File: src/hw/rtl/nwsm_pkg.sv
// Shared constants, codes and types for the score matrix hash core.
// Used by every module in hw/rtl except nwsm_ram; depends on nothing else.
package nwsm_pkg;

  localparam int unsigned MaxCols = 1024;
  localparam int unsigned AlphabetSize = 32;
  localparam int unsigned SymW = 5;
  localparam int unsigned PosW = 10;
  localparam int unsigned DimW = 11;
  localparam int unsigned ScoreW = 32;
  localparam int unsigned SubstW = 8;
  localparam int unsigned SubstDepth = AlphabetSize * AlphabetSize;
  localparam int unsigned ColAddrW = $clog2(MaxCols);
  localparam int unsigned SubstAddrW = $clog2(SubstDepth);
  localparam int unsigned CfgIdxW = 2;

  localparam logic [DimW-1:0] DimLimit = DimW'(1024);
  localparam logic [ScoreW-1:0] HashSeed = ScoreW'(5381);
  localparam int unsigned HashShift = 5;

  typedef enum logic [1:0] {
    OP_CELL    = 2'd0,
    OP_LOAD    = 2'd1,
    OP_RESTART = 2'd2
  } opcode_e;

  typedef enum logic [CfgIdxW-1:0] {
    CFG_GAP  = 2'd0,
    CFG_ROWS = 2'd1,
    CFG_COLS = 2'd2
  } cfg_index_e;

  typedef struct packed {
    logic [PosW-1:0] row;
    logic [PosW-1:0] col;
    logic            first_row;
    logic            first_col;
    logic            last;
    logic            fwd;
  } cell_req_t;

  typedef struct packed {
    logic                 we;
    logic [ColAddrW-1:0]  addr;
    logic [ScoreW-1:0]    data;
  } row_wr_t;

endpackage

File: src/hw/rtl/nwsm_cell.sv
// Cell stage: combines memory read data with the diagonal, left and hash
// registers, writes the row store and holds the output register. Uses nwsm_pkg.
module nwsm_cell (
  input  logic                              clk_i,
  input  logic                              rst_ni,
  input  logic                              req_valid_i,
  input  nwsm_pkg::cell_req_t               req_i,
  input  logic [nwsm_pkg::ScoreW-1:0]       up_rdata_i,
  input  logic [nwsm_pkg::SubstW-1:0]       subst_rdata_i,
  input  logic [7:0]                        gap_cost_i,
  output logic                              ready_o,
  output nwsm_pkg::row_wr_t                 row_wr_o,
  output logic                              out_valid_o,
  input  logic                              out_ready_i,
  output logic [nwsm_pkg::ScoreW-1:0]       score_o,
  output logic [nwsm_pkg::ScoreW-1:0]       hash_value_o,
  output logic [nwsm_pkg::PosW-1:0]         row_index_o,
  output logic [nwsm_pkg::PosW-1:0]         col_index_o,
  output logic                              last_cell_o
);

  logic                          b_valid_q;
  nwsm_pkg::cell_req_t           b_req_q;
  logic                          b_adv;
  logic [nwsm_pkg::ScoreW-1:0]   diag_q, left_q, hash_q;
  logic [nwsm_pkg::ScoreW-1:0]   up, gap, subst;
  logic [nwsm_pkg::ScoreW-1:0]   diag_sum, up_sum, left_sum, best_du, score;
  logic [nwsm_pkg::ScoreW-1:0]   hash_in, hash_new;
  logic                          out_valid_q;
  logic [nwsm_pkg::ScoreW-1:0]   score_q, hash_out_q;
  logic [nwsm_pkg::PosW-1:0]     row_q, col_q;
  logic                          last_q;

  assign b_adv = b_valid_q && (!out_valid_q || out_ready_i);
  assign ready_o = !b_valid_q || b_adv;

  assign up = b_req_q.fwd ? left_q : up_rdata_i;
  assign gap = {{(nwsm_pkg::ScoreW-8){gap_cost_i[7]}}, gap_cost_i};
  assign subst = {{(nwsm_pkg::ScoreW-nwsm_pkg::SubstW){subst_rdata_i[nwsm_pkg::SubstW-1]}},
                  subst_rdata_i};
  assign diag_sum = diag_q + subst;
  assign up_sum = up + gap;
  assign left_sum = left_q + gap;
  assign best_du = ($signed(diag_sum) >= $signed(up_sum)) ? diag_sum : up_sum;

  always_comb begin
    if (b_req_q.first_row && b_req_q.first_col) begin
      score = '0;
    end else if (b_req_q.first_row) begin
      score = left_sum;
    end else if (b_req_q.first_col) begin
      score = up_sum;
    end else begin
      score = ($signed(best_du) >= $signed(left_sum)) ? best_du : left_sum;
    end
  end

  assign hash_in = (b_req_q.first_row && b_req_q.first_col) ? nwsm_pkg::HashSeed : hash_q;
  assign hash_new = ((hash_in << nwsm_pkg::HashShift) + hash_in) ^ score;

  assign row_wr_o.we = b_adv;
  assign row_wr_o.addr = b_req_q.col;
  assign row_wr_o.data = score;

  always_ff @(posedge clk_i or negedge rst_ni) begin
    if (!rst_ni) begin
      b_valid_q <= 1'b0;
      out_valid_q <= 1'b0;
      diag_q <= '0;
      left_q <= '0;
      hash_q <= nwsm_pkg::HashSeed;
    end else begin
      if (ready_o) begin
        b_valid_q <= req_valid_i;
      end
      if (b_adv) begin
        out_valid_q <= 1'b1;
        diag_q <= up;
        left_q <= score;
        hash_q <= hash_new;
      end else if (out_ready_i) begin
        out_valid_q <= 1'b0;
      end
    end
  end

  always_ff @(posedge clk_i) begin
    if (ready_o && req_valid_i) begin
      b_req_q <= req_i;
    end
    if (b_adv) begin
      score_q <= score;
      hash_out_q <= hash_new;
      row_q <= b_req_q.row;
      col_q <= b_req_q.col;
      last_q <= b_req_q.last;
    end
  end

  assign out_valid_o = out_valid_q;
  assign score_o = score_q;
  assign hash_value_o = hash_out_q;
  assign row_index_o = row_q;
  assign col_index_o = col_q;
  assign last_cell_o = last_q;

endmodule

File: config.mk
export PLATFORM = sky130hd
export DESIGN_NAME = nwsm_cell
export DESIGN_NICKNAME = d
export VERILOG_FILES = /design/src/hw/rtl/nwsm_pkg.sv /design/src/hw/rtl/nwsm_cell.sv
export SDC_FILE = /design/constraint.sdc
export NUM_CORES = 1
export LEC_CHECK = 0
export ABC_AREA = 1
export ABC_CLOCK_PERIOD_IN_PS = 8800
export BUFFER_PORTS_ARGS = -buffer_cell sky130_fd_sc_hd__buf_2
export CAP_MARGIN = 20
export CORE_AREA = 2 2 205 207
export DETAILED_ROUTE_END_ITERATION = 10
export DIE_AREA = 0 0 207 209
export PLACE_DENSITY_LB_ADDON = 0.2
export SYNTH_ARGS = -nofsm -noshare
export SYNTH_HDL_FRONTEND = slang
export SYNTH_SLANG_ARGS = --single-unit
File: constraint.sdc
create_clock -name clk_i -period 8.8 [get_ports clk_i]
set_clock_uncertainty 0.15 [all_clocks]
set_input_delay 0.44 -clock clk_i [delete_from_list [all_inputs] [get_ports clk_i]]
set_output_delay 0.44 -clock clk_i [all_outputs]
set_load 0.02 [all_outputs]
# Word level (Yosys, flattened, before mapping)
# Index checks and enable logic that the tools add are counted.
[word_totals]
register_bits = 207
input_bits = 76
[classes]
addsub = 4
magnitude_cmp = 2
muxes = 9
bitwise_logic = 1
reduce_logical = 8
[op_table]
columns = ["operator", "count"]
rows = [
  ["32-bit two-way mux", 7],
  ["32-bit adder", 4],
  ["32-bit greater-or-equal comparator", 2],
  ["32-bit bitwise XOR", 1],
  ["1-bit logical AND", 3],
  ["1-bit logical NOT", 2],
  ["1-bit logical OR", 2],
  ["1-bit two-way mux", 2],
  ["2-bit nonzero test", 1],
]

# Longest topological paths before layout
[logic_depth]
ltp_word = 10
ltp_mapped = 53
ltp_nobuf = 50

# Worst setup path after synthesis
# Ideal clock, no wire load.
[synth_path]
path_type = "reg2out"
startpoint = "reg b_req_q[0] in the netlist's numbering"
endpoint = "out row_wr_o[24] in the netlist's numbering"
arrival_ps = 5926
t_required_ps = 8210
path_slack_ps = 2284
path_stages_with_launch = 41
n_path_buf = 4
cell_sequence = "edfxtp_1 -> buf_1 -> clkbuf_1 -> mux2_2 -> ha_1 -> a21oi_1 -> nand2_1 -> nand3_1 -> nand3_1 -> nand2_1 -> nand2_1 -> nand3b_1 -> nand3_1 -> nand2_1 -> inv_1 -> ha_1 -> nand2_1 -> inv_1 -> [... 5 more ...] -> nand3_2 -> buf_2 -> nand2_1 -> and2_1 -> ha_1 -> nand2_1 -> nor4_1 -> nand2_1 -> nand2_1 -> nand2_1 -> nand3_2 -> nand3_4 -> buf_6 -> nand3_1 -> nand3_1 -> nand2_1 -> nand2_1 -> inv_1"
[synth_lines]
columns = ["item", "line", "text"]
rows = [
  ["start, declared", "nwsm_cell.sv:23", "nwsm_pkg::cell_req_t b_req_q;"],
  ["start signal, assigned", "nwsm_cell.sv:89", "b_req_q <= req_i;"],
  ["end, declared", "nwsm_cell.sv:12", "output nwsm_pkg::row_wr_t row_wr_o,"],
]

==> flow_metrics.tcl <==
set metrics [dict create \
    cts_tree "built" \
    grt_max_degree 101 \
    diodes 0 \
    ys_warn_count 0 \
    die_y_um 209 \
    syn2layout_area_growth_pct 13.79 \
    max_stage_delay_ns 0.43 \
    drc 0 \
    n_fill_cell 4215 \
    cp_max_fo 31 \
    detailed_place_hpwl_um 57080 \
    cts_buffers 25 \
    ys.flop_type "edfxtp_1" \
    finalSetupViolCount 0 \
    syn_nets 3072 \
    finalCritPeriodShare 0.9530 \
    antenna_found_initial 0 \
    multi_input_area_um2 11600 \
    seq_area_frac_synth 0.2996 \
    wl_per_cell_um 19.72 \
    initial_utilization 0.4633 \
    maxCapViolCount 0 \
    path_class "flop to output port" \
    drv_slew 0 \
    grt-ovfl-total 0 \
    firstDrtPassIters 5 \
    htree_num_levels 1 \
    routed_wl_um 70540 \
    finalNetCount 3282 \
    coreArea_um2 41290 \
    critPathCaptureType "output port" \
    slowest_stage "fa_1" \
    synth.distinct_cells 48 \
    cts.sinks 207 \
    hold_class "input pin to flop" \
    worst_ep_arrival_time_ns 7.80 \
    die_area_um2 43260 \
    cts_root_buf "clkbuf_16" \
    final_hold_viol_count 0 \
    yosys.cell_count.top_type "nand2_1" \
    drive_above_1_share 0.1050 \
    post_synth.cell_area_avg_um2 6.810 \
    ys_async_sr_fraction 0.4734 \
    rows 75 \
    synth_area_um2 19130 \
    synth_common_cells "nand2_1, inv_1, nand3_1" \
    synthTopCellsByArea "nand2_1, edfxtp_1, dfrtp_1" \
    clock_path_buffers 3 \
    place_congestion 0.9754 \
    status "complete, no violations" \
    port_buffers 205 \
    start_kind "flop" \
    ant_nets 0 \
    synth-seq-cells 207 \
    max_freq_ghz 0.1192 \
    clk_pin_slew_ns 0.06 \
    synthCells 2809 \
    setup_slack_ns 0.4134 \
    synth_top_area_frac 0.1809 \
    grt_first_pass_wirelength_um 107200 \
    grt_pass1_vias 18339 \
    io_pins 206 \
    maxSlewHeadroom 0.3715 \
    die_w_um 207 \
    drt_iter0_markers 1618 \
    via_per_inst 5.420 \
    dpl_worst_slack_ns 0.7868 \
    insertion_delay_ns 0.57 \
    vias 19387 \
    path_common_cell "nand2_1" \
    seqCellArea_um2 5732 \
    min_period_ns 8.387 \
    critPathTopFamily "simple AND/OR/NAND/NOR gates" \
    tightest_slew_ns 0.9370 \
    synth_top_area_cell "nand2_1" \
    crit_buf_inv 8 \
    grt_use_total 0.3180 \
    cp_data_required_time_ns 8.21 \
    synth_edf_count 109 \
]
==> final timing paths <==
check                                        to  slack [ns]        start  cells after the start
worst min register to register   row_index_o[8]        0.27  b_req_q[22]                      0
min in group asynchronous             hash_q[7]        0.31       rst_ni                      2
worst max-delay path                row_wr_o[9]        0.41   b_req_q[0]                     41
worst max register to register  hash_value_o[9]        1.15   b_req_q[0]                     42
worst min-delay path                  b_valid_q        0.04  out_ready_i                      4
max in group asynchronous            diag_q[23]        6.91       rst_ni                      3
==> worst reg2reg max path: cells and delay by family, from the launching register on <==
family	cells	cell delay, ns
flip-flops	1	0.40
buffers and inverters	7	1.02
AND/OR/NAND/NOR	30	4.17
adder cells (fa/ha/maj)	4	1.23
multiplexers	1	0.43
==> stage by stage <==
| step | TNS (ns) | area (um^2) | instances | hold WS (ns) | utilization |
|---|---|---|---|---|---|
| floorplan | 0 | 19130 | 2809 | -0.005591 | - |
| CTS | 0 | 21750 | 3575 | 0.01832 | 0.5267 |
| global placement | 0 | 20640 | 3503 | 0.2512 | 0.5000 |
| finish | 0 | 21770 | 3577 | 0.03503 | 0.5272 |
| global route | -0.02674 | 21770 | 3577 | 0.08915 | 0.5272 |
| detailed placement | 0 | 20640 | 3503 | 0.2545 | 0.5000 |
==> timing repair <==
action	CTS	global route
buffers inserted	0	1
resized for setup	0	1
hold buffers	26	0
setup endpoints to repair	0	32
hold endpoints to repair	64	0
==> kinds of logic after synthesis <==
family                     count (synthesis)  share of synthesized area
buffers and inverters                    461                    0.09485
DFF                                      207                     0.2996
muxes                                     24                    0.01413
and+or+nand+nor                         1478                     0.3250
xor gates and xnor gates                  79                    0.03617
adders and majority gates                187                     0.1239
AOI/OAI and AO/OA                        373                     0.1064
==> final cells by class <==
type,count,area share
multi-input cells,2142,0.5329
flip-flops and latches,207,0.2633
well taps,539,0.03098
clock buffers,28,0.02972
clock inverters,18,0.008910
inverters,395,0.06835
repair buffers,248,0.06582
==> cells in the final DEF, fill, tap and decap left out, types with 22 or more instances in the layout <==
cell type      instances
nand2_1              921
inv_1                391
nand3_1              212
buf_2                204
nor2_1               193
ha_1                 183
a21oi_1              159
o21ai_0              129
edfxtp_1             109
dfrtp_1               93
xor2_1                51
nand4_1               50
and2_1                43
xnor2_1               28
dlygate4sd3_1         26
clkbuf_16             25
mux2_2                24
a21o_1                22
nor3_1                22
==> sequential cells by signal (all words and copies together), names as in the netlist <==
| name | flops |
|---|---|
| hash_q | 32 |
| last_cell_o | 1 |
| row_index_o | 10 |
| out_valid_o | 1 |
| score_o | 32 |
| diag_q | 32 |
| hash_value_o | 32 |
| row_wr_o | 10 |
| b_req_q | 14 |
| left_q | 32 |
| col_index_o | 10 |
| b_valid_q | 1 |
==> routing by layer <==
layer / GRT usage / routed length (um) / up-vias
li1: - / - / 9587
met3: 0.03006 / 4065 / 95
met4: 0.09754 / 2358 / 0
met1: 0.4438 / 32350 / 9043
met2: 0.5221 / 31770 / 662
met5: 0 / 0 / -
Power is left out: the tool's default activity adds up to more than one toggle a clock period on the data nets, which glitch-free logic cannot reach.
