==> config.mk <==
export PLATFORM = sky130hd
export DESIGN_NAME = nwsm_sched
export DESIGN_NICKNAME = d
export VERILOG_FILES = /design/src/hw/rtl/nwsm_pkg.sv /design/src/hw/rtl/nwsm_sched.sv
export SDC_FILE = /design/constraint.sdc
export NUM_CORES = 1
export LEC_CHECK = 0
export BUFFER_PORTS_ARGS = -buffer_cell sky130_fd_sc_hd__buf_4
export CORE_MARGIN = 3
export CORE_UTILIZATION = 40
export CTS_CLUSTER_DIAMETER = 30
export DETAILED_ROUTE_END_ITERATION = 10
export PLACE_DENSITY = 0.67
export SLEW_MARGIN = 20
export SYNTH_ARGS = -nofsm -noshare
export SYNTH_HDL_FRONTEND = slang
export SYNTH_SLANG_ARGS = --single-unit
==> constraint.sdc <==
create_clock -name clk_i -period 5.97 [get_ports clk_i]
set_clock_uncertainty 0.1 [all_clocks]
set_input_delay 0.2985 -clock clk_i [delete_from_list [all_inputs] [get_ports clk_i]]
set_output_delay 0.2985 -clock clk_i [all_outputs]
set_load 0.01 [all_outputs]
==> src/hw/rtl/nwsm_pkg.sv <==
// Shared constants, codes and types for the score matrix hash core.
// Used by every module in hw/rtl except nwsm_ram; depends on nothing else.
package nwsm_pkg;

  localparam int unsigned MaxCols = 1024;
  localparam int unsigned AlphabetSize = 32;
  localparam int unsigned SymW = 5;
  localparam int unsigned PosW = 10;
  localparam int unsigned DimW = 11;
  localparam int unsigned ScoreW = 32;
  localparam int unsigned SubstW = 8;
  localparam int unsigned SubstDepth = AlphabetSize * AlphabetSize;
  localparam int unsigned ColAddrW = $clog2(MaxCols);
  localparam int unsigned SubstAddrW = $clog2(SubstDepth);
  localparam int unsigned CfgIdxW = 2;

  localparam logic [DimW-1:0] DimLimit = DimW'(1024);
  localparam logic [ScoreW-1:0] HashSeed = ScoreW'(5381);
  localparam int unsigned HashShift = 5;

  typedef enum logic [1:0] {
    OP_CELL    = 2'd0,
    OP_LOAD    = 2'd1,
    OP_RESTART = 2'd2
  } opcode_e;

  typedef enum logic [CfgIdxW-1:0] {
    CFG_GAP  = 2'd0,
    CFG_ROWS = 2'd1,
    CFG_COLS = 2'd2
  } cfg_index_e;

  typedef struct packed {
    logic [PosW-1:0] row;
    logic [PosW-1:0] col;
    logic            first_row;
    logic            first_col;
    logic            last;
    logic            fwd;
  } cell_req_t;

  typedef struct packed {
    logic                 we;
    logic [ColAddrW-1:0]  addr;
    logic [ScoreW-1:0]    data;
  } row_wr_t;

endpackage

==> src/hw/rtl/nwsm_sched.sv <==
// Request stage: tracks the matrix position, issues memory reads for cells,
// writes substitution entries and flags row store forwarding. Uses nwsm_pkg.
module nwsm_sched (
  input  logic                                clk_i,
  input  logic                                rst_ni,
  input  logic                                accept_i,
  input  logic [1:0]                          opcode_i,
  input  logic [nwsm_pkg::SymW-1:0]           x_symbol_i,
  input  logic [nwsm_pkg::SymW-1:0]           y_symbol_i,
  input  logic [nwsm_pkg::DimW-1:0]           rows_i,
  input  logic [nwsm_pkg::DimW-1:0]           cols_i,
  input  nwsm_pkg::row_wr_t                   row_wr_i,
  output logic                                req_valid_o,
  output nwsm_pkg::cell_req_t                 req_o,
  output logic                                subst_we_o,
  output logic [nwsm_pkg::SubstAddrW-1:0]     subst_addr_o,
  output logic [nwsm_pkg::ColAddrW-1:0]       row_raddr_o
);

  logic [nwsm_pkg::PosW-1:0] cur_row_q, cur_row_d;
  logic [nwsm_pkg::PosW-1:0] cur_col_q, cur_col_d;
  logic                      beyond;
  logic [nwsm_pkg::PosW-1:0] row_sel, col_sel;
  logic [nwsm_pkg::DimW-1:0] col_next;
  logic                      last;

  assign beyond = ({1'b0, cur_row_q} >= rows_i) || ({1'b0, cur_col_q} >= cols_i);
  assign row_sel = beyond ? '0 : cur_row_q;
  assign col_sel = beyond ? '0 : cur_col_q;
  assign col_next = {1'b0, col_sel} + nwsm_pkg::DimW'(1);
  assign last = ({1'b0, row_sel} == rows_i - nwsm_pkg::DimW'(1)) &&
                ({1'b0, col_sel} == cols_i - nwsm_pkg::DimW'(1));

  always_comb begin
    cur_row_d = cur_row_q;
    cur_col_d = cur_col_q;
    if (accept_i) begin
      unique case (opcode_i)
        nwsm_pkg::OP_CELL: begin
          if (last) begin
            cur_row_d = '0;
            cur_col_d = '0;
          end else if (col_next >= cols_i) begin
            cur_row_d = row_sel + nwsm_pkg::PosW'(1);
            cur_col_d = '0;
          end else begin
            cur_row_d = row_sel;
            cur_col_d = col_next[nwsm_pkg::PosW-1:0];
          end
        end
        nwsm_pkg::OP_RESTART: begin
          cur_row_d = '0;
          cur_col_d = '0;
        end
        default: begin
        end
      endcase
    end
  end

  always_ff @(posedge clk_i or negedge rst_ni) begin
    if (!rst_ni) begin
      cur_row_q <= '0;
      cur_col_q <= '0;
    end else begin
      cur_row_q <= cur_row_d;
      cur_col_q <= cur_col_d;
    end
  end

  assign req_valid_o = accept_i && (opcode_i == nwsm_pkg::OP_CELL);
  assign subst_we_o = accept_i && (opcode_i == nwsm_pkg::OP_LOAD);
  assign subst_addr_o = {y_symbol_i, x_symbol_i};
  assign row_raddr_o = col_sel;

  assign req_o.row = row_sel;
  assign req_o.col = col_sel;
  assign req_o.first_row = (row_sel == '0);
  assign req_o.first_col = (col_sel == '0);
  assign req_o.last = last;
  assign req_o.fwd = row_wr_i.we && (row_wr_i.addr == col_sel);

endmodule

## Yosys cells after proc, flatten, opt, wreduce, memory -nomap -nowiden

Index checks and enable logic that the tools add are counted.
Widths: inputs -> output; s select.

- Output and inout bits: 46
- Bits in registers: 20
- Logic and storage cells: 32
- Input bits: 80

- Equality and inequality tests: 5
- $add $sub $neg: 4
- Multiplexer cells: 8
- Reductions and logical operators: 10
- $lt $le $gt $ge: 3

Operators with widths:

| operator | number |
|---|---|
| $mux 10 | 6 |
| $pmux 10 s2 | 2 |
| $eq 10x11->1 | 2 |
| $ge 10x11->1 | 2 |
| $sub 11x1->11 const B | 2 |
| $logic_not 10->1 | 2 |
| $add 10x1->11 const B | 1 |
| $ge 11x11->1 | 1 |
| $add 10x1->10 const B | 1 |
| $eq 10x10->1 | 1 |
| $logic_and 1x1->1 | 4 |
| $eq 2x1->1 const B | 1 |
| $eq 2x2->1 const B | 1 |
| $logic_not 2->1 | 1 |
| $reduce_and 2->1 | 1 |
| $reduce_bool 2->1 | 1 |
| $logic_or 1x1->1 | 1 |

## Logic depth before layout (Yosys ltp)

- Word-level depth: 8
- Gate-level depth with buffers: 25
- Depth with buffers taken out: 22

## Least setup slack after synthesis

OpenSTA, ideal clock, no wires.

- Kind: register to register
- From: register cur_col_q[9] (netlist bit)
- To: register cur_row_q[7] (netlist bit)
- Required time: 5.741 ns
- Period minus slack after synthesis: 4.715 ns
- Buffers on the path: 2
- Path slack: 1.255 ns
- Library setup time: 0.129 ns
- Stages on the path, launching flop included: 24
- Arrival time: 4.486 ns
- Cell sequence: dfrtp_1 ha_1 a21oi_1 a21oi_1 a41oi_1 o2111a_1 clkbuf_8 bufbuf_16 nand2_1 inv_1 ha_1 nand3_1 nor2_1 nand2_1 xnor2_1 ha_1 nand4_1 nor3_1 o31ai_1 a21oi_2 nand4_1 or2_2 a41oi_1 mux2i_1

RTL lines:

| item | RTL line | source |
|---|---|---|
| start: declaration | nwsm_sched.sv:21 | `logic [nwsm_pkg::PosW-1:0] cur_col_q, cur_col_d;` |
| start signal: assignment | nwsm_sched.sv:67 | `cur_col_q <= cur_col_d;` |
| end signal: assignment | nwsm_sched.sv:66 | `cur_row_q <= cur_row_d;` |
| end: declaration | nwsm_sched.sv:20 | `logic [nwsm_pkg::PosW-1:0] cur_row_q, cur_row_d;` |

## Worst setup path in the final report

- From: register cur_row_q[6] (netlist bit)
- To: register cur_row_q[7] (netlist bit)

- Longest elaborated chain between the ends: 8
- Elaborated cells between the ends (all ways): 13
- Classes of those cells: 2 x add/sub; 2 x order compare; 2 x eq/ne; 5 x mux; 2 x reduce/logical

RTL lines:

| item | RTL line | source |
|---|---|---|
| $ge 10x11->1 | nwsm_sched.sv:27 | `assign beyond = ({1'b0, cur_row_q} >= rows_i) \|\| ({1'b0, cur_col_q} >= cols_i);` |
| $logic_or 1x1->1 | nwsm_sched.sv:27 |  |
| $mux 10 | nwsm_sched.sv:29 | `assign col_sel = beyond ? '0 : cur_col_q;` |
| $add 10x1->11 | nwsm_sched.sv:30 | `assign col_next = {1'b0, col_sel} + nwsm_pkg::DimW'(1);` |
| $ge 11x11->1 | nwsm_sched.sv:43 | `end else if (col_next >= cols_i) begin` |
| $mux 10 | nwsm_sched.sv:43 |  |
| $mux 10 * | nwsm_sched.sv:40 | `if (last) begin` |
| $pmux 10 s2 * | nwsm_sched.sv:38 | `unique case (opcode_i)` |

Mark *: on every way between the ends. The rest lies on a longest branch, timed or not.
A chain may end at the register's enable or synchronous reset.

==> results.ini <==
[timing]
finalMaxSlewViolations = 0
worst_slew_pin_slew_ns = 0.506
slew_headroom_pct = 66.3
timing.setup.tns_ns = 0
hold_viol_final = 0
rsz0062_at_grt = no
setup_violations = 0
fin_crit_ns = 5.10
fin_crit_sh_pct = 85.4
hold_ws_ns = 0.353
fmax_mhz = 196

[yosys]
synth_top_cell_area_share_pct = 14.3
syn_nets = 533
syn_area_sq_mm = 0.00351
avgSynthCellArea_sq_um = 8.44
ys_warn_count = 0
synth_edf_count = 0
synth.distinct_cells = 79
synth-seq-cells = 20
synthTopCellsByArea = dfrtp_1 14%, ha_1 13%, xnor2_1 7.5%
syn_inst = 416
synth_ff_type = dfrtp_1
synthArstFlopShare_pct = 100
ys_seq_area_share_pct = 14.3
synth_area_leader_cell = dfrtp_1

[clock_tree]
cts.clk_slew.worst_paths_ns = 0.08
cts_tree = done
clk_latency_ns = 0.26
cts_sinks = 20
root_buffer = clkbuf_8
htree_levels = 1
post_cts_buffers = 0
cts_buffer_depth = 2
numCtsBuffers = 3

[critical_path]
crit_path_start_kind = flop
critPathArrivalTime_ns = 5.15
cp_slowest_stage_delay_ns = 0.61
crit_path_end_kind = flop
crit_top_cell = ha_1
worstSetupPathType = flop to flop
crit_required_ns = 6.02
crit_chain = ha_1 > a21oi_1 > o21ai_0 > a21oi_1 > o2111a_1 > nand2_1 > inv_1 > ha_1 > nand3_1 > nor2_1 > nand2_1 > xnor2_1 > ha_1 > nand4_1 > nor3_1 > o31ai_1 > a21oi_2 > nand4_1 > or2_2 > a41oi_1 > mux2i_1
cp_max_fo = 11
crit_slowest_cell = dfrtp_1

[min_path]
hp-class = input pin to asynchronous set/reset pin

[detailed_routing]
dr.pass1.iters = 4
post_drt_wl_per_cell_um = 16.3
drt_iter0_drc = 126
vias = 3146
drc = 0
ant_nets = 0
routed_via_density = 5.63
drt-total-wl_mm = 9.10

[run]
drv_cap = 0

[power]
vdd_drop_max_mv = 0.0895
leakagePower_uw = 0.00183
powerDensity_mw_per_mm2 = 113

[die]
pin_count = 126
coreArea_sq_mm = 0.00838
die_x_um = 99.7
rows = 33
die-area_sq_mm = 0.00994
die_y_um = 99.7
initial_utilization_pct = 41.9

[grt]
grt.overflow.total = 0
track_usage_pct = 18.2
grt_antenna_before_repair = 0
grt.met1_usage_pct = 25.0
use_met3_pct = 2.59
grt_first_pass_wirelength_mm = 14.8
grt.busiest_layer = met2
grt_max_degree = 42
grt_pass1_vias = 3036
grt_use_met2_pct = 28.8

[cells_and_area]
final_common_cell = buf_4
layout_common_cells = 74 x buf_4, 37 x ha_1, 36 x inv_1
nets = 572
area_growth_syn_to_layout_pct = 9.37
antennaDiodeCount = 0
drive_gt1_share_pct = 22.9

[placed_design]
portBuffers = 73
place_hpwl_mm = 7.34
gp_congestion = 0.862

[run_status]
status = finished clean

==> flip-flops by register name, summed over array words and instances (netlist names) <==
name and flops:
cur_col_q 10, cur_row_q 10
==> synth_stat cells, types with 6 or more instances <==
cell type  number
clkbuf_8        6
nor3_1         12
nand4_1        13
ha_1           37
a21oi_1        16
nand3_1        13
xnor2_1        30
a22o_1         11
and2_1         13
dfrtp_1        20
nand2_1        34
o21ai_0         9
buf_4          21
inv_1          36
o21ai_1         6
xor2_1         11
nor2_1         14
nor4_1          6
==> worst paths after layout <==
check	slack (ns)	start	depth (start not counted)	end
setup / recovery	0.87	cur_row_q[6]	21	cur_row_q[7]
hold / removal	0.35	rst_ni	2	cur_col_q[8]
setup reg to reg	0.87	cur_row_q[6]	21	cur_row_q[7]
hold reg to reg	0.49	cur_row_q[9]	2	cur_row_q[9]
max in group asynchronous	5.21	rst_ni	2	cur_col_q[3]
min in group clk_i	0.37	opcode_i[1]	4	cur_row_q[5]
==> stage by stage <==
step	util [%]	power (uW)	instances	worst slack, ns	cell area, sq um
after global placement	44.8	296	554	0.963	3760
after floorplan	-	248	416	1.26	3510
after CTS	45.8	437	559	0.864	3840
after detailed placement	44.8	300	554	0.886	3760
after global routing	45.8	458	559	0.397	3840
final	45.8	435	559	0.869	3840
==> logic make-up (layout without fill, tap and decap cells) <==
family | Yosys count | count (layout) | share of synthesized area [%]
fa+ha+maj | 37 | 37 | 13.2
mux | 4 | 4 | 1.18
flops | 20 | 20 | 14.3
xor+xnor | 44 | 44 | 12.2
compound gates | 82 | 82 | 17.2
buf+inv | 77 | 115 | 16.4
simple gates | 152 | 152 | 25.7
==> final cells by class <==
type,count,area (sq um)
Multi-Input combinational cell,319,2440
Tap cell,105,131
Sequential cell,20,500
Clock inverter,1,30.0
Inverter,36,135
Fill cell,824,4540
Clock buffer,3,41.3
Timing Repair Buffer,75,566
==> critical path: cells and delay by family, from the launching register on <==
family,cells,cell delay [ns]
flip-flops,1,0.61
AND/OR/NAND/NOR,8,1.47
adder cells (fa/ha/maj),3,0.87
AO/OA/AOI/OAI,7,1.47
multiplexers,1,0.09
buffers and inverters,1,0.19
XOR/XNOR,1,0.17
==> where the power goes <==
group | internal [uW] | switching [uW] | total [uW] | leakage (uW)
clock | 89.6 | 46.8 | 136 | 0.0000357
combinational | 72.4 | 81.1 | 153 | 0.00152
sequential | 138 | 6.87 | 145 | 0.000278
==> timing repair <==
action                     in CTS  in global routing
hold buffers                    1                  0
hold endpoints to repair       20                  0
gates resized for setup         0                  0
setup endpoints to repair       0                  0
==> per-layer routing <==
layer | vias up | share of wire [%]
met5 | - | 0
met4 | 0 | 2.2
met3 | 20 | 6.5
met2 | 112 | 45
met1 | 1472 | 46
li1 | 1542 | -
No activity file was read; power rests on OpenSTA's default activity.
